`config.mk`:
```
export PLATFORM = sky130hd
export DESIGN_NAME = grid_boundary_line_finder
export DESIGN_NICKNAME = d
export VERILOG_FILES = /design/src/gblf_pkg.sv /design/src/gblf_front.sv /design/src/gblf_queue.sv /design/src/gblf_back.sv /design/src/grid_boundary_line_finder.sv
export SDC_FILE = /design/constraint.sdc
export NUM_CORES = 1
export LEC_CHECK = 0
export BUFFER_PORTS_ARGS = -buffer_cell sky130_fd_sc_hd__buf_4
export CAP_MARGIN = 20
export CELL_PAD_IN_SITES_DETAIL_PLACEMENT = 1
export CELL_PAD_IN_SITES_GLOBAL_PLACEMENT = 2
export CORE_MARGIN = 5
export CORE_UTILIZATION = 39
export CTS_CLUSTER_DIAMETER = 100
export DETAILED_ROUTE_END_ITERATION = 6
export MAX_ROUTING_LAYER = met4
export PLACE_DENSITY_LB_ADDON = 0.1
export SYNTH_ARGS = -nofsm -noshare
export SYNTH_HDL_FRONTEND = slang
export SYNTH_SLANG_ARGS = --single-unit
```
`constraint.sdc`:
```
create_clock -name clk -period 4.73 [get_ports clk]
set_clock_uncertainty 0.05 [all_clocks]
set_input_delay 0.473 -clock clk [delete_from_list [all_inputs] [get_ports clk]]
set_output_delay 0.473 -clock clk [all_outputs]
set_load 0.005 [all_outputs]
```
`src/gblf_pkg.sv`:
```
// ----------------------------------------------------------------------------
// gblf_pkg
// Shared sizes, types and helpers of the grid boundary line finder.
// ----------------------------------------------------------------------------
package gblf_pkg;

  localparam int MaxRows = 16;
  localparam int MaxCols = 16;

  localparam int RegW      = 5;
  localparam int EntryW    = 5;
  localparam int RowSizeW  = $clog2(MaxRows + 1);
  localparam int ColSizeW  = $clog2(MaxCols + 1);
  localparam int RowIdxW   = (MaxRows > 1) ? $clog2(MaxRows) : 1;
  localparam int ColIdxW   = (MaxCols > 1) ? $clog2(MaxCols) : 1;
  localparam int RowFlagW  = MaxRows + 1;
  localparam int ColFlagW  = MaxCols + 1;
  localparam int AddrW     = 3;
  localparam int DataW     = 32;

  localparam logic [AddrW-1:0] AddrGridRows = AddrW'(0);
  localparam logic [AddrW-1:0] AddrGridCols = AddrW'(4);

  localparam logic KindHeader   = 1'b0;
  localparam logic KindPosition = 1'b1;
  localparam logic AxisCol      = 1'b0;
  localparam logic AxisRow      = 1'b1;

  typedef struct packed {
    logic [ColFlagW-1:0] col_flags;
    logic [RowFlagW-1:0] row_flags;
  } job_t;

  typedef struct packed {
    logic full;
    logic empty;
  } queue_status_t;

  typedef enum logic [2:0] {
    BK_IDLE,
    BK_COL_HDR,
    BK_COL_POS,
    BK_ROW_HDR,
    BK_ROW_POS
  } back_state_t;

  function automatic logic [EntryW-1:0] lowest_set(input logic [ColFlagW+RowFlagW-1:0] v);
    logic [EntryW-1:0] idx;
    idx = '0;
    for (int i = ColFlagW + RowFlagW - 1; i >= 0; i--) begin
      if (v[i]) begin
        idx = EntryW'(i);
      end
    end
    return idx;
  endfunction

endpackage

```
`src/gblf_front.sv`:
```
// ----------------------------------------------------------------------------
// gblf_front
// Accepts cells, marks column and row boundaries, hands finished grids on.
// ----------------------------------------------------------------------------
module gblf_front (
  input  logic                              clk,
  input  logic                              rst,
  input  logic                              clear,
  input  logic [gblf_pkg::RowSizeW-1:0]     rows,
  input  logic [gblf_pkg::ColSizeW-1:0]     cols,
  input  logic                              in_valid,
  output logic                              in_stall,
  input  logic signed [31:0]                cell_value,
  input  gblf_pkg::queue_status_t           q_status,
  output logic                              push,
  output gblf_pkg::job_t                    push_job
);

  logic [gblf_pkg::MaxCols-1:0]  previous_row_mask, previous_row_mask_next;
  logic [gblf_pkg::ColFlagW-1:0] column_boundary_flags, column_boundary_flags_next;
  logic [gblf_pkg::RowFlagW-1:0] row_boundary_flags, row_boundary_flags_next;
  logic                          left_cell_nonzero, left_cell_nonzero_next;
  logic [gblf_pkg::RowIdxW-1:0]  current_row, current_row_next;
  logic [gblf_pkg::ColIdxW-1:0]  current_col, current_col_next;

  logic accept, nz, above, last_col, last_row;

  assign in_stall = q_status.full;
  assign accept   = in_valid && !q_status.full;
  assign nz       = (cell_value != 32'sd0);
  assign above    = (current_row == '0) ? 1'b0 : previous_row_mask[current_col];
  assign last_col = (gblf_pkg::ColSizeW'(current_col) + gblf_pkg::ColSizeW'(1)) == cols;
  assign last_row = (gblf_pkg::RowSizeW'(current_row) + gblf_pkg::RowSizeW'(1)) == rows;

  always_comb begin
    column_boundary_flags_next = column_boundary_flags;
    row_boundary_flags_next    = row_boundary_flags;
    previous_row_mask_next     = previous_row_mask;
    left_cell_nonzero_next     = nz;
    current_col_next           = current_col + gblf_pkg::ColIdxW'(1);
    current_row_next           = current_row;
    if (nz != left_cell_nonzero) begin
      column_boundary_flags_next = column_boundary_flags_next
                                 | (gblf_pkg::ColFlagW'(1) << current_col);
    end
    if (last_col && nz) begin
      column_boundary_flags_next = column_boundary_flags_next
                                 | (gblf_pkg::ColFlagW'(1) << cols);
    end
    if (nz != above) begin
      row_boundary_flags_next = row_boundary_flags_next
                              | (gblf_pkg::RowFlagW'(1) << current_row);
    end
    if (last_row && nz) begin
      row_boundary_flags_next = row_boundary_flags_next
                              | (gblf_pkg::RowFlagW'(1) << rows);
    end
    previous_row_mask_next[current_col] = nz;
    if (last_col) begin
      current_col_next       = '0;
      left_cell_nonzero_next = 1'b0;
      current_row_next       = current_row + gblf_pkg::RowIdxW'(1);
    end
  end

  assign push               = accept && last_col && last_row;
  assign push_job.col_flags = column_boundary_flags_next;
  assign push_job.row_flags = row_boundary_flags_next;

  always_ff @(posedge clk) begin
    if (rst || clear || push) begin
      previous_row_mask     <= '0;
      column_boundary_flags <= '0;
      row_boundary_flags    <= '0;
      left_cell_nonzero     <= 1'b0;
      current_row           <= '0;
      current_col           <= '0;
    end else if (accept) begin
      previous_row_mask     <= previous_row_mask_next;
      column_boundary_flags <= column_boundary_flags_next;
      row_boundary_flags    <= row_boundary_flags_next;
      left_cell_nonzero     <= left_cell_nonzero_next;
      current_row           <= current_row_next;
      current_col           <= current_col_next;
    end
  end

endmodule

```
`src/gblf_queue.sv`:
```
// ----------------------------------------------------------------------------
// gblf_queue
// Two-entry queue of finished grids between the front and the back.
// ----------------------------------------------------------------------------
module gblf_queue (
  input  logic                    clk,
  input  logic                    rst,
  input  logic                    push,
  input  gblf_pkg::job_t          push_job,
  input  logic                    pop,
  output gblf_pkg::job_t          pop_job,
  output gblf_pkg::queue_status_t status
);

  gblf_pkg::job_t mem [2];
  logic           wr_ptr, rd_ptr;
  logic [1:0]     count;

  assign status.full  = (count == 2'd2);
  assign status.empty = (count == 2'd0);
  assign pop_job      = mem[rd_ptr];

  always_ff @(posedge clk) begin
    if (push) begin
      mem[wr_ptr] <= push_job;
    end
  end

  always_ff @(posedge clk) begin
    if (rst) begin
      wr_ptr <= 1'b0;
      rd_ptr <= 1'b0;
      count  <= 2'd0;
    end else begin
      if (push) begin
        wr_ptr <= ~wr_ptr;
      end
      if (pop) begin
        rd_ptr <= ~rd_ptr;
      end
      count <= count + {1'b0, push} - {1'b0, pop};
    end
  end

endmodule

```
`src/gblf_back.sv`:
```
// ----------------------------------------------------------------------------
// gblf_back
// Drains finished grids as header and position beats, column list first.
// ----------------------------------------------------------------------------
module gblf_back (
  input  logic                          clk,
  input  logic                          rst,
  input  gblf_pkg::queue_status_t       q_status,
  input  gblf_pkg::job_t                pop_job,
  output logic                          pop,
  output logic                          out_valid,
  input  logic                          out_stall,
  output logic                          entry_kind,
  output logic                          axis,
  output logic [gblf_pkg::EntryW-1:0]   entry_value,
  output logic                          last_entry
);

  gblf_pkg::back_state_t         state, state_next;
  logic [gblf_pkg::ColFlagW-1:0] col_flags, col_flags_next;
  logic [gblf_pkg::RowFlagW-1:0] row_flags, row_flags_next;
  logic                          out_valid_next;
  logic                          kind_next, axis_next, last_next;
  logic [gblf_pkg::EntryW-1:0]   value_next;
  logic                          adv;
  logic [gblf_pkg::ColFlagW-1:0] col_rest;
  logic [gblf_pkg::RowFlagW-1:0] row_rest;

  assign adv      = !out_valid || !out_stall;
  assign col_rest = col_flags & (col_flags - gblf_pkg::ColFlagW'(1));
  assign row_rest = row_flags & (row_flags - gblf_pkg::RowFlagW'(1));

  always_comb begin
    state_next     = state;
    col_flags_next = col_flags;
    row_flags_next = row_flags;
    pop            = 1'b0;
    out_valid_next = out_valid && out_stall;
    kind_next      = entry_kind;
    axis_next      = axis;
    value_next     = entry_value;
    last_next      = last_entry;
    case (state)
      gblf_pkg::BK_IDLE: begin
        if (!q_status.empty) begin
          pop            = 1'b1;
          col_flags_next = pop_job.col_flags;
          row_flags_next = pop_job.row_flags;
          state_next     = gblf_pkg::BK_COL_HDR;
        end
      end
      gblf_pkg::BK_COL_HDR: begin
        if (adv) begin
          out_valid_next = 1'b1;
          kind_next      = gblf_pkg::KindHeader;
          axis_next      = gblf_pkg::AxisCol;
          value_next     = gblf_pkg::EntryW'($countones(col_flags));
          last_next      = 1'b0;
          state_next     = (col_flags != '0) ? gblf_pkg::BK_COL_POS : gblf_pkg::BK_ROW_HDR;
        end
      end
      gblf_pkg::BK_COL_POS: begin
        if (adv) begin
          out_valid_next = 1'b1;
          kind_next      = gblf_pkg::KindPosition;
          axis_next      = gblf_pkg::AxisCol;
          value_next     = gblf_pkg::lowest_set({{gblf_pkg::RowFlagW{1'b0}}, col_flags});
          last_next      = 1'b0;
          col_flags_next = col_rest;
          if (col_rest == '0) begin
            state_next = gblf_pkg::BK_ROW_HDR;
          end
        end
      end
      gblf_pkg::BK_ROW_HDR: begin
        if (adv) begin
          out_valid_next = 1'b1;
          kind_next      = gblf_pkg::KindHeader;
          axis_next      = gblf_pkg::AxisRow;
          value_next     = gblf_pkg::EntryW'($countones(row_flags));
          last_next      = (row_flags == '0);
          state_next     = (row_flags != '0) ? gblf_pkg::BK_ROW_POS : gblf_pkg::BK_IDLE;
        end
      end
      gblf_pkg::BK_ROW_POS: begin
        if (adv) begin
          out_valid_next = 1'b1;
          kind_next      = gblf_pkg::KindPosition;
          axis_next      = gblf_pkg::AxisRow;
          value_next     = gblf_pkg::lowest_set({{gblf_pkg::ColFlagW{1'b0}}, row_flags});
          last_next      = (row_rest == '0);
          row_flags_next = row_rest;
          if (row_rest == '0) begin
            state_next = gblf_pkg::BK_IDLE;
          end
        end
      end
      default: begin
        state_next = gblf_pkg::BK_IDLE;
      end
    endcase
  end

  always_ff @(posedge clk) begin
    if (rst) begin
      state     <= gblf_pkg::BK_IDLE;
      out_valid <= 1'b0;
    end else begin
      state     <= state_next;
      out_valid <= out_valid_next;
    end
  end

  always_ff @(posedge clk) begin
    col_flags   <= col_flags_next;
    row_flags   <= row_flags_next;
    entry_kind  <= kind_next;
    axis        <= axis_next;
    entry_value <= value_next;
    last_entry  <= last_next;
  end

endmodule

```
`src/grid_boundary_line_finder.sv`:
```
// ----------------------------------------------------------------------------
// grid_boundary_line_finder
// Finds column and row boundaries of a raster grid and lists them.
// ----------------------------------------------------------------------------
// Cells enter one per cycle in raster order; the front marks boundaries as
// they arrive and stalls only when two finished grids already wait in the
// queue. After the last cell of a grid the back drains one beat per cycle
// while out_stall is low: column header, column positions, row header, row
// positions, so a grid of n marked boundaries takes n + 2 beats once the back
// has fetched it from the queue. The next grid streams in while the previous
// one drains. Writing grid_rows or grid_cols discards any partly received grid.
// ----------------------------------------------------------------------------
module grid_boundary_line_finder (
  input  logic                              clk,
  input  logic                              rst,
  input  logic                              psel,
  input  logic                              penable,
  input  logic                              pwrite,
  input  logic [gblf_pkg::AddrW-1:0]        paddr,
  input  logic [gblf_pkg::DataW-1:0]        pwdata,
  output logic [gblf_pkg::DataW-1:0]        prdata,
  output logic                              pready,
  input  logic                              in_valid,
  output logic                              in_stall,
  input  logic signed [31:0]                cell_value,
  output logic                              out_valid,
  input  logic                              out_stall,
  output logic                              entry_kind,
  output logic                              axis,
  output logic [gblf_pkg::EntryW-1:0]       entry_value,
  output logic                              last_entry
);

  logic [gblf_pkg::RegW-1:0]     grid_rows, grid_cols;
  logic [gblf_pkg::RowSizeW-1:0] rows_eff;
  logic [gblf_pkg::ColSizeW-1:0] cols_eff;
  logic                          cfg_write;
  logic                          push, pop;
  gblf_pkg::job_t                push_job, pop_job;
  gblf_pkg::queue_status_t       q_status;

  assign pready    = 1'b1;
  assign cfg_write = psel && penable && pwrite && pready;

  always_ff @(posedge clk) begin
    if (rst) begin
      grid_rows <= gblf_pkg::RegW'(16);
      grid_cols <= gblf_pkg::RegW'(16);
    end else if (cfg_write) begin
      if (paddr[2] == gblf_pkg::AddrGridCols[2]) begin
        grid_cols <= pwdata[gblf_pkg::RegW-1:0];
      end else begin
        grid_rows <= pwdata[gblf_pkg::RegW-1:0];
      end
    end
  end

  always_comb begin
    prdata = '0;
    if (paddr[2] == gblf_pkg::AddrGridRows[2]) begin
      prdata[gblf_pkg::RegW-1:0] = grid_rows;
    end else begin
      prdata[gblf_pkg::RegW-1:0] = grid_cols;
    end
  end

  always_comb begin
    if (grid_rows == '0) begin
      rows_eff = gblf_pkg::RowSizeW'(1);
    end else if (32'(grid_rows) > gblf_pkg::MaxRows) begin
      rows_eff = gblf_pkg::RowSizeW'(gblf_pkg::MaxRows);
    end else begin
      rows_eff = gblf_pkg::RowSizeW'(grid_rows);
    end
    if (grid_cols == '0) begin
      cols_eff = gblf_pkg::ColSizeW'(1);
    end else if (32'(grid_cols) > gblf_pkg::MaxCols) begin
      cols_eff = gblf_pkg::ColSizeW'(gblf_pkg::MaxCols);
    end else begin
      cols_eff = gblf_pkg::ColSizeW'(grid_cols);
    end
  end

  gblf_front u_front (
    .clk        (clk),
    .rst        (rst),
    .clear      (cfg_write),
    .rows       (rows_eff),
    .cols       (cols_eff),
    .in_valid   (in_valid),
    .in_stall   (in_stall),
    .cell_value (cell_value),
    .q_status   (q_status),
    .push       (push),
    .push_job   (push_job)
  );

  gblf_queue u_queue (
    .clk      (clk),
    .rst      (rst),
    .push     (push),
    .push_job (push_job),
    .pop      (pop),
    .pop_job  (pop_job),
    .status   (q_status)
  );

  gblf_back u_back (
    .clk         (clk),
    .rst         (rst),
    .q_status    (q_status),
    .pop_job     (pop_job),
    .pop         (pop),
    .out_valid   (out_valid),
    .out_stall   (out_stall),
    .entry_kind  (entry_kind),
    .axis        (axis),
    .entry_value (entry_value),
    .last_entry  (last_entry)
  );

endmodule

```
### Word-level counts from Yosys, hierarchy flattened

Memories as Yosys holds them, arrays and structs flattened. A register that Yosys moved wholly into a read port is not among the register bits.
Cells that the tools add are included.

* add/subtract/negate cells: 40
* order comparisons: 4
* equal/unequal tests: 20
* shift operators: 4
* mux-type cells: 87
* bitwise logic cells: 9
* reductions and logical operators: 47

Operators with widths (number)
* 5-bit 2-to-1 mux: 43
* 17-bit 2-to-1 mux: 8
* 5-bit adder: 14
* 17-bit OR: 4
* 17-bit one-hot mux with 2 select lines: 2
* 17-bit logical NOT: 3
* 17-bit AND: 2
* 17-bit nonzero test: 2
* 1-bit by 4-bit << shifter with 17-bit output (first input constant): 2
* 1-bit by 5-bit << shifter with 17-bit output (first input constant): 2
* 17-bit by 1-bit subtractor with 17-bit output (second input constant): 2
* 1-bit by 1-bit adder with 2-bit output: 16
* 32-bit nonzero test: 1
* 3-bit 2-to-1 mux: 8
* 2-bit by 1-bit inequality test with 1-bit output (second input constant): 10
* 5-bit one-hot mux with 4 select lines: 1
* 1-bit 2-to-1 mux: 17
* 16-bit bitwise mux: 1
* 3-bit one-hot mux with 5 select lines: 1
* 3-bit AND reduction: 4
* 4-bit by 1-bit adder with 5-bit output (second input constant): 2
* 5-bit by 1-bit adder with 5-bit output: 2
* 5-bit equality test: 2
* 5-bit > comparator (second input constant): 2
* 33 further kinds: 60

* register bits after elaboration: 119
* memory bits (writable): 68
* input bits: 74
* output and inout bits: 43
* memories: 1

Memory list
* u_queue.mem: depth 2, bits a word 34, rd ports 1, clocked after Yosys merged registers in 1, write ports 1, line gblf_queue.sv:15 `gblf_pkg::job_t mem [2];`

### Logic depth before layout (Yosys ltp)

Gate-level depths: netlist of run 1.

* depth after elaboration: 19
* depth in mapped cells: 18

### Cells and area by module

A second synthesis of run 1 with hierarchy kept.

* cells, all modules: 1125
* area, all modules: 11352.1 um2

Modules (own cells, without submodules)
* gblf_front: times used 1, cells each 482, area each 3877.5 um2
* gblf_back: times used 1, cells each 423, area each 3848.7 um2
* gblf_queue: times used 1, cells each 127, area each 2825.2 um2
* grid_boundary_line_finder: times used 1, cells each 93, area each 800.8 um2

### Least setup slack after synthesis of run 1

OpenSTA, ideal clock, no wires.

* kind: reg2reg
* start point: reg u_back.col_flags[9] in the netlist's numbering
* end point: reg u_back.entry_value[3] in the netlist's numbering (data pin)
* arrival time: 3.814 ns
* required time: 4.419 ns
* slack: 0.605 ns
* cell stages (with the launch flop): 17
* period minus slack after synthesis: 4.125 ns
* cell sequence: edfxtp_1 -> clkbuf_1 -> inv_1 -> ha_1 -> fa_1 -> inv_1 -> fa_1 -> fa_1 -> fa_1 -> inv_1 -> ha_1 -> inv_1 -> fa_1 -> xor2_1 -> o22ai_1 -> nor2_1 -> o21ai_0

* cells in the longest elaborated chain, start to end: 12
* elaborated cells on any way between the ends: 18

Ends and longest elaborated chain
* from (decl): line gblf_back.sv:20 `logic [gblf_pkg::ColFlagW-1:0] col_flags, col_flags_next;`
* from (signal assigned): line gblf_back.sv:115 `col_flags <= col_flags_next;`
* parallel branches: the longest is 11 deep, another holds 5-bit adder
* 5-bit one-hot mux with 4 select lines *: line gblf_back.sv:43 `case (state)`
* via u_back.value_next, one bit: line gblf_back.sv:24 `logic [gblf_pkg::EntryW-1:0] value_next;`
* to (signal assigned): line gblf_back.sv:119 `entry_value <= value_next;`
* to (decl): line gblf_back.sv:15 `output logic [gblf_pkg::EntryW-1:0] entry_value,`

Mark *: on every way through the listed nets, which the timed path passes. The select of a mux whose other input is x is not followed.
A chain may end at the register's enable or synchronous reset.

### Final worst setup path of run 1

* start point: reg u_back.row_flags[1] in the netlist's numbering
* end point: reg u_back.entry_value[3] in the netlist's numbering (data pin)

* cells in the longest elaborated chain, start to end: 7
* elaborated cells on any way between the ends: 10

Ends and longest elaborated chain
* from (decl): line gblf_back.sv:21 `logic [gblf_pkg::RowFlagW-1:0] row_flags, row_flags_next;`
* from (signal assigned): line gblf_back.sv:116 `row_flags <= row_flags_next;`
* 1-bit by 1-bit adder with 2-bit output (implied by the code): line gblf_back.sv:80 `value_next = gblf_pkg::EntryW'($countones(row_flags));`
* 5-bit adder (implied by the code) (3 in a row): line gblf_back.sv:80
* 5-bit by 1-bit adder with 5-bit output (implied by the code): line gblf_back.sv:80
* 5-bit 2-to-1 mux: line gblf_back.sv:76 `if (adv) begin`
* 5-bit one-hot mux with 4 select lines *: line gblf_back.sv:43
* via u_back.value_next, one bit: line gblf_back.sv:24

Mark *: on every way through the listed nets, which the timed path passes. The rest lies on a longest branch. The select of a mux whose other input is x is not followed.

==> metrics.md, run 1 <==
| Metric | Value |
|---|---|
| Outcome | finished, final reports clean |
| Most common cell after layout, fill and taps aside | edfxtp_1 |
| EDFF count, synth | 110 |
| Sink Count | 188 |
| Most frequent cells in the layout | 110 x edfxtp_1, 94 x inv_1, 90 x nor2_1 |
| Post-DP Area | 11640 sq um |
| DRT iter0 DRCs | 394 |
| Peak VDD IR | 0.7797 mV |
| N_diodes | 0 |
| Synth area leader | edfxtp_1 |
| WS Path Type | reg2reg |
| Min Hold Slack | 236.8 ps |
| Pleak | 0.004883 uW |
| Final slew viol count | 0 |
| Routed Antenna Nets | 0 |
| Die height | 177.2 microns |
| First-pass GRT wire length | 46580 microns |
| Register area share after synthesis | 44.60% |
| Vias per std cell | 5.298 |
| PD cells | 674.8 nW/um^2 |
| Fin. Hold Viols | 0 |
| Syn. warnings | 0 |
| R2r worst-path depth | 14 |
| R2R Path End | u_back.entry_value[3] |
| P&R area growth vs syn | 12.52% |
| Initial core utilization | 39.37% |
| Cells after Synth | 1054 |
| GRT overflow | 0 |
| Tcrit/Tclk final | 94.37% |
| Placer Congestion | 0.8115 |
| Cell area after synthesis | 10910 sq um |
| Non-filler cells, final | 1497 |
| Unrepaired setup endpoints after global routing | false |
| Setup TNS | 0 ps |
| Fmax | 224.0 MHz |
| Tot Pwr | 8281 uW |
| Hold Crit Class | in2reg |
| Root Buffer | clkbuf_16 |
| Flop-to-flop setup slack | 270 ps |
| Async SR Flop Fraction | 0% |
| Grt met3 use | 2.115% |
| Buffer depth of the longest clock path | 2 |
| Req. time, crit path | 4850 ps |
| Vias in the first global route | 8443 |
| Clk_lat worst skew | 430 ps |
| Worst-margin pin slew | 1100 ps |
| Post-detail-place hpwl | 21460 microns |
| Yosys reg bits | 188 |
| Area contributors post-synth | edfxtp_1 30%, dfxtp_1 14%, ha_1 7.3%, fa_1 4.4%, mux2i_1 3.6% |
| Global-route usage over all layers | 19.21% |
| CP Capture Type | flop |
| Synth Area per Inst | 10.35 sq um |
| Main synth FF type | edfxtp_1 |
| Total number of vias | 7931 |
| CTS tree | yes |
| Number of max-cap violations | 0 |
| Num rows | 61 |
| Critical Path Source Type | flop |
| Share of cells above drive strength 1 | 13.85% |
| Critical path origin | u_back.row_flags[1] |
| Post-Route WL | 28270 microns |
| # DRC | 0 |
| Met2 usage | 31.19% |
| IO buf count | 59 |
| Worst slew margin | 26.67% |
| Nets | 1268 |
| Reg clk slew, reported paths | 70 ps |
| Placed cells | 1458 |
| DRT Pass-1 Iters | 7 |
| Area of the die | 31410 sq um |
| Initial antenna violation count | 0 |
| Distinct cells, synth | 76 |
| CTS Buf Count | 17 |
| Wirelength per Cell | 18.89 microns |
| # IOs | 117 |
| Design area | 12270 sq um |
| Die Wd | 177.2 microns |
| Largest net degree at the start of global routing | 41 |
| Setup crit end | u_back.entry_value[3] |
| Final setup vio count | 0 |
| Global route hottest layer | met2 |
| FF-to-FF Start | u_back.row_flags[1] |
| CP max FO | 6 |
| GR Util met1 | 26.18% |
| H-tree depth | 4 |
| Core area | 27710 sq um |
| Crit path DAT | 4580 ps |
| Min Clock Period, post-route | 4464 ps |
| Share of the synthesized area in the top cell type | 30.29% |
state kept, by name (all words and copies together), names as in the netlist, 2 cells and up, named ones only:
register,cells
u_queue.mem,68
u_back.col_flags,17
u_back.row_flags,17
u_front.column_boundary_flags,17
u_front.row_boundary_flags,17
u_front.previous_row_mask,16
grid_cols,5
grid_rows,5
u_back.entry_value,5
u_front.current_col,4
u_front.current_row,4
u_back.state,3
u_queue.count,2
critical path, stage by stage, from the launching register on:
cell	delay, ps
edfxtp_1	480
inv_1	130
ha_1	300
inv_1	50
fa_1	530
inv_1	60
fa_1	450
fa_1	500
fa_1	490
ha_1	240
fa_1	380
xnor2_1	220
o22ai_1	110
nor2_1	110
o21ai_0	100
per-stage QoR:
step / worst slack, ps / utilization, %
global route: 8.816 / 44.29
floorplan: 604.8 / -
detailed placement: 205.2 / 42.02
finish: 266.2 / 44.29
global placement: 317.5 / 42.02
CTS: 196.3 / 44.10
Yosys cell counts (24+ instances only):
library cell,number
mux2i_1,39
edfxtp_1,110
nor3_1,24
nor2_1,93
clkbuf_1,37
o21ai_0,42
nand3_1,31
inv_1,94
a21oi_1,52
dfxtp_1,78
buf_4,28
nand2_1,53
ha_1,64
fa_1,24
layout make-up:
class                   instances  area (sq um)
clock buffers                  17         425.4
inverters                      95         356.6
clock inverters                15         152.6
multi-input cells             716          5325
repair buffers                 88         673.1
well taps                     378         473.0
flip-flops and latches        188          4866
fillers                      3086         15430
power by group:
part	switching [uW]	total, uW	internal, uW
logic	2570	4560	1980
clock network	668	1410	747
registers	216	2310	2090
total	3460	8280	4820
per-layer routing:
metal,vias to the layer above,routed length (microns)
li1,3873,-
met1,3917,13860
met2,124,13370
met3,17,707
met4,0,335
met5,-,0
worst min-delay path by stage:
stage	from	slack, ps	cells past startpoint	endpoint
finish	pwdata[1]	240	3	grid_cols[1]
CTS	pwdata[1]	220	3	grid_rows[1]
global route	pwdata[1]	230	3	grid_rows[1]
floorplan	u_front.column_boundary_flags[0]	390	2	u_front.column_boundary_flags[0]
global placement	u_front.column_boundary_flags[0]	400	2	u_front.column_boundary_flags[0]
detailed placement	u_front.column_boundary_flags[0]	410	2	u_front.column_boundary_flags[0]
what timing repair did:
action	in CTS	in global routing
setup buffers	0	7
setup endpoints to repair	0	1
hold buffers	0	0
resized for setup	0	0
cell families (layout without fill, tap and decap cells):
kind of cell / count (synthesis) / count (layout) / share of synthesized area (%)
simple gates: 314 / 314 / 15.45
compound gates: 218 / 218 / 13.79
flops: 188 / 188 / 44.60
buf+inv: 176 / 215 / 7.560
fa+ha+maj: 88 / 88 / 11.75
mux: 48 / 48 / 4.921
xor+xnor: 20 / 20 / 1.858
other cells: 2 / 28 / 0.06886
Note: power is estimated with default switching activity, not from simulation.
==> inputs of run 2 (changes only) <==
--- a/config.mk
+++ b/config.mk
@@ -5,12 +5,14 @@
 export SDC_FILE = /design/constraint.sdc
 export NUM_CORES = 1
 export LEC_CHECK = 0
-export BUFFER_PORTS_ARGS = -buffer_cell sky130_fd_sc_hd__buf_4
+export ABC_AREA = 1
+export ABC_CLOCK_PERIOD_IN_PS = 4730
+export BUFFER_PORTS_ARGS = -buffer_cell sky130_fd_sc_hd__buf_2
 export CAP_MARGIN = 20
 export CELL_PAD_IN_SITES_DETAIL_PLACEMENT = 1
 export CELL_PAD_IN_SITES_GLOBAL_PLACEMENT = 2
 export CORE_MARGIN = 5
-export CORE_UTILIZATION = 39
+export CORE_UTILIZATION = 36
 export CTS_CLUSTER_DIAMETER = 100
 export DETAILED_ROUTE_END_ITERATION = 6
 export MAX_ROUTING_LAYER = met4
==> metrics.md, run 2 <==
| Metric | Value |
|---|---|
| Vias in the first global route | 9742 (+15%) |
| Tcrit/Tclk final | 93.96% (-0.41 points) |
| Fin. Hold Viols | 0 (unchanged) |
| Main synth FF type | edfxtp_1 |
| Clk_lat worst skew | 440 ps (about the same) |
| Final setup vio count | 0 (unchanged) |
| Critical path cell sequence | inv_1 -> ha_1 -> inv_1 -> fa_1 -> inv_1 -> fa_1 -> fa_1 -> fa_1 -> ha_1 -> fa_1 -> a221oi_1 -> o41ai_1 |
| Final worst slack | 285.8 ps (+19.62 ps) |
| Num rows | 66 (+8.2%) |
| Most frequent cells in the layout | 313 x nand2_1, 206 x nor2_1, 181 x inv_1 |
| Initial core utilization | 36.12% (-3.2 points) |
| CTS Hold Bufs | 0 (unchanged) |
| Largest register FFs | 68 (unchanged) |
| Die height | 190.0 microns (+7.2%) |
| Global-route usage over all layers | 18.22% (-0.99 points) |
| P&R area growth vs syn | 11.00% |
| Core area | 32290 sq um (+17%) |
| Nets | 1656 (+31%) |
| Sink Count | 188 (unchanged) |
| IO buf count | 59 (unchanged) |
| Post-detail-place hpwl | 24140 microns (+12%) |
| Most common cell after layout, fill and taps aside | nand2_1 |
| Hold Crit Class | in2reg |
| Largest family of logic cells by synthesized area | simple AND/OR/NAND/NOR gates |
| PD cells | 715.4 nW/um^2 (+6.0%) |
| Post-synth top cells | 313 x nand2_1, 207 x nor2_1, 181 x inv_1, 110 x edfxtp_1, 78 x dfxtp_1 |
| DRT iter0 DRCs | 352 (-11%) |
| Syn. warnings | 0 (unchanged) |
| Setup TNS | 0 ps (unchanged) |
| Synth Area in Adders | 10.98% (-0.76 points) |
| Flop-to-flop setup slack | 290 ps (+20 ps) |
| Routed Antenna Nets | 0 (unchanged) |
| Slowest stage delay, CP | 540 ps (about the same) |
| Area of the die | 36100 sq um (+15%) |
| Fmax | 225.0 MHz (+0.44%) |
| Placed cells | 1916 (+31%) |
| Largest reg by FF count | u_queue.mem |
| Async SR Flop Fraction | 0% (unchanged) |
| Root Buffer | clkbuf_16 |
| CTS tree | yes |
| Crit path DAT | 4570 ps (about the same) |
| Peak VDD IR | 0.8091 mV (+3.8%) |
| Critical Path Source Type | flop |
| Yosys reg bits | 188 (unchanged) |
| Initial antenna violation count | 0 (unchanged) |
| Synth area leader | edfxtp_1 |
| Register area share after synthesis | 41.71% (-2.9 points) |
| First-pass GRT wire length | 51870 microns (+11%) |
| Worst slew margin | 30.81% (+4.1 points) |
| Share of cells above drive strength 1 | 12.14% (-1.7 points) |
| Fill cells | 3913 (+27%) |
| Post-Route WL | 31220 microns (+10%) |
| Req. time, crit path | 4850 ps (about the same) |
| Most frequent cell after synthesis | nand2_1 |
| Simple-Gate Fraction of Synth Area | 25.81% (+10 points) |
| Area contributors post-synth | edfxtp_1 28%, dfxtp_1 13%, nand2_1 10%, ha_1 6.9%, nor2_1 6.7% |
| Unrepaired setup endpoints after global routing | false |
| XOR/XNOR share of the synthesized area | 0.9440% (-0.91 points) |
| Mux cell area share after synthesis | 0.2575% (-4.7 points) |
| Min Clock Period, post-route | 4444 ps (-19.62 ps) |
| # DRC | 0 (unchanged) |
| DRT Pass-1 Iters | 4 (-3) |
| Distinct cells, synth | 52 (-32%) |
| Multi-input gate area | 5748 sq um (+7.9%) |
| GRT overflow | 0 (unchanged) |
| CP max FO | 5 (-1) |
| CTS Buf Count | 17 (unchanged) |
| Pre-CTS WS | 245.5 ps (+40.31 ps) |
| Number of max-cap violations | 0 (unchanged) |
| Final slew viol count | 0 (unchanged) |
| WS Path Type | reg2reg |
| Worst path most repeated cell | fa_1 |
| Length of routed met3 wiring | 491 microns (-31%) |
| N_diodes | 0 (unchanged) |
| Reg clk slew, reported paths | 70 ps (about the same) |
| Pleak | 0.005767 uW (+18%) |
| Total number of vias | 9254 (+17%) |
| CP Capture Type | flop |
| Cell area after synthesis | 11660 sq um (+6.9%) |
| Buffer depth of the longest clock path | 2 (unchanged) |
| Non-filler cells, final | 1949 (+30%) |
| Vias per std cell | 4.748 (-10%) |
| Outcome | finished, final reports clean |
| Worst-margin pin slew | 1038 ps (-62.17 ps) |
| Largest net degree at the start of global routing | 40 (-2.4%) |
| Share of the synthesized area in the top cell type | 28.32% (-2.0 points) |
| Synth Area per Inst | 8.139 sq um (-21%) |
| Met2 wire len | 14660 microns (+9.7%) |
| EDFF count, synth | 110 (unchanged) |
| Seq. cell area | 4865 sq um (about the same) |
| Wirelength per Cell | 16.02 microns (-15%) |
| Post-Route M1 WL | 15750 microns (+14%) |
| H-tree depth | 4 (unchanged) |
| Compound-Gate Fraction of Synth Area | 10.32% (-3.5 points) |
| Top Metal Used | met4 |
| Setup bufs post-CTS | 0 (unchanged) |
| # IOs | 117 (unchanged) |
| Critical-path top delay cell | fa_1 |
| Cells after Synth | 1433 (+36%) |
| Post-CTS Resized | 0 (unchanged) |
| Die Wd | 190.0 microns (+7.2%) |
| Placer Congestion | 0.8382 (+3.3%) |
run 2: cell count changes in the layout (fill, tap and decap cells not counted), sizes merged, moves of 20 or more:
| cell | before | now |
|---|---|---|
| mux2i | 39 | 3 |
| nand2 | 54 | 318 |
| inv | 103 | 200 |
| a311oi | 20 | 0 |
| nor3b | 21 | 0 |
| nand3 | 32 | 72 |
| o21ai | 42 | 84 |
| nor2 | 94 | 235 |
| a31oi | 12 | 33 |
run 2: critical path, delay by kind of cell, from the launching register on:
| family | cells | cell delay [ps] |
|---|---|---|
| adder cells (fa/ha/maj) | 7 | 3010 |
| AO/OA/AOI/OAI | 2 | 450 |
| flip-flops | 1 | 450 |
| buffers and inverters | 3 | 230 |
run 2: per-layer routing:
layer / vias to the layer above / global-route usage (%)
met5: - / -
met4: 0 / 3.673
met3: 19 / 2.018
met2: 74 / 29.64
met1: 4443 / 24.88
li1: 4718 / -
run 2: cells by family (layout without fill, tap and decap cells):
logic type / after synthesis / count (layout)
multiplexers: 3 / 3
adder cells (fa/ha/maj): 88 / 88
XOR/XNOR: 10 / 10
flip-flops: 188 / 188
AND/OR/NAND/NOR: 674 / 674
AO/OA/AOI/OAI: 208 / 208
buffers and inverters: 260 / 308
other: 2 / 28
run 2: worst paths after layout:
kind                            start                     to  cells past startpoint
setup / recovery  u_back.row_flags[0]  u_back.entry_value[2]                     12
hold / removal              pwdata[4]           grid_cols[4]                      3
setup reg to reg  u_back.row_flags[0]  u_back.entry_value[2]                     12
hold reg to reg        u_queue.rd_ptr         u_queue.rd_ptr                      1
run 2: cell type report:
| class | count | area share, % |
|---|---|---|
| timing repair buffer | 80 | 3.557 |
| sequential | 188 | 37.58 |
| clock inverter | 15 | 1.150 |
| clock buffer | 17 | 3.286 |
| inverter | 196 | 5.760 |
| tap | 442 | 4.272 |
| multi-input combinational | 1011 | 44.40 |
run 2: metrics by stage:
stage          instance area, sq um  power, uW  hold slack (ps)  utilization [%]
3_5_place_dp                  12360       8068            397.0            38.27
4_1_cts                       12930       9541            211.5            40.05
3_3_place_gp                  12360       7812            386.6            38.27
5_1_grt                       12950      10270            220.5            40.10
6_report                      12950       9261            234.3            40.10
2_1_floorplan                 11760       6249            375.5                -
run 2: where the power goes:
part           leakage (uW)  internal, uW  total (uW)  switching, uW
clock network      0.000285           704        1430            723
registers           0.00162          2150        2350            206
logic               0.00386          2280        5480           3200
total               0.00577          5130        9260           4130
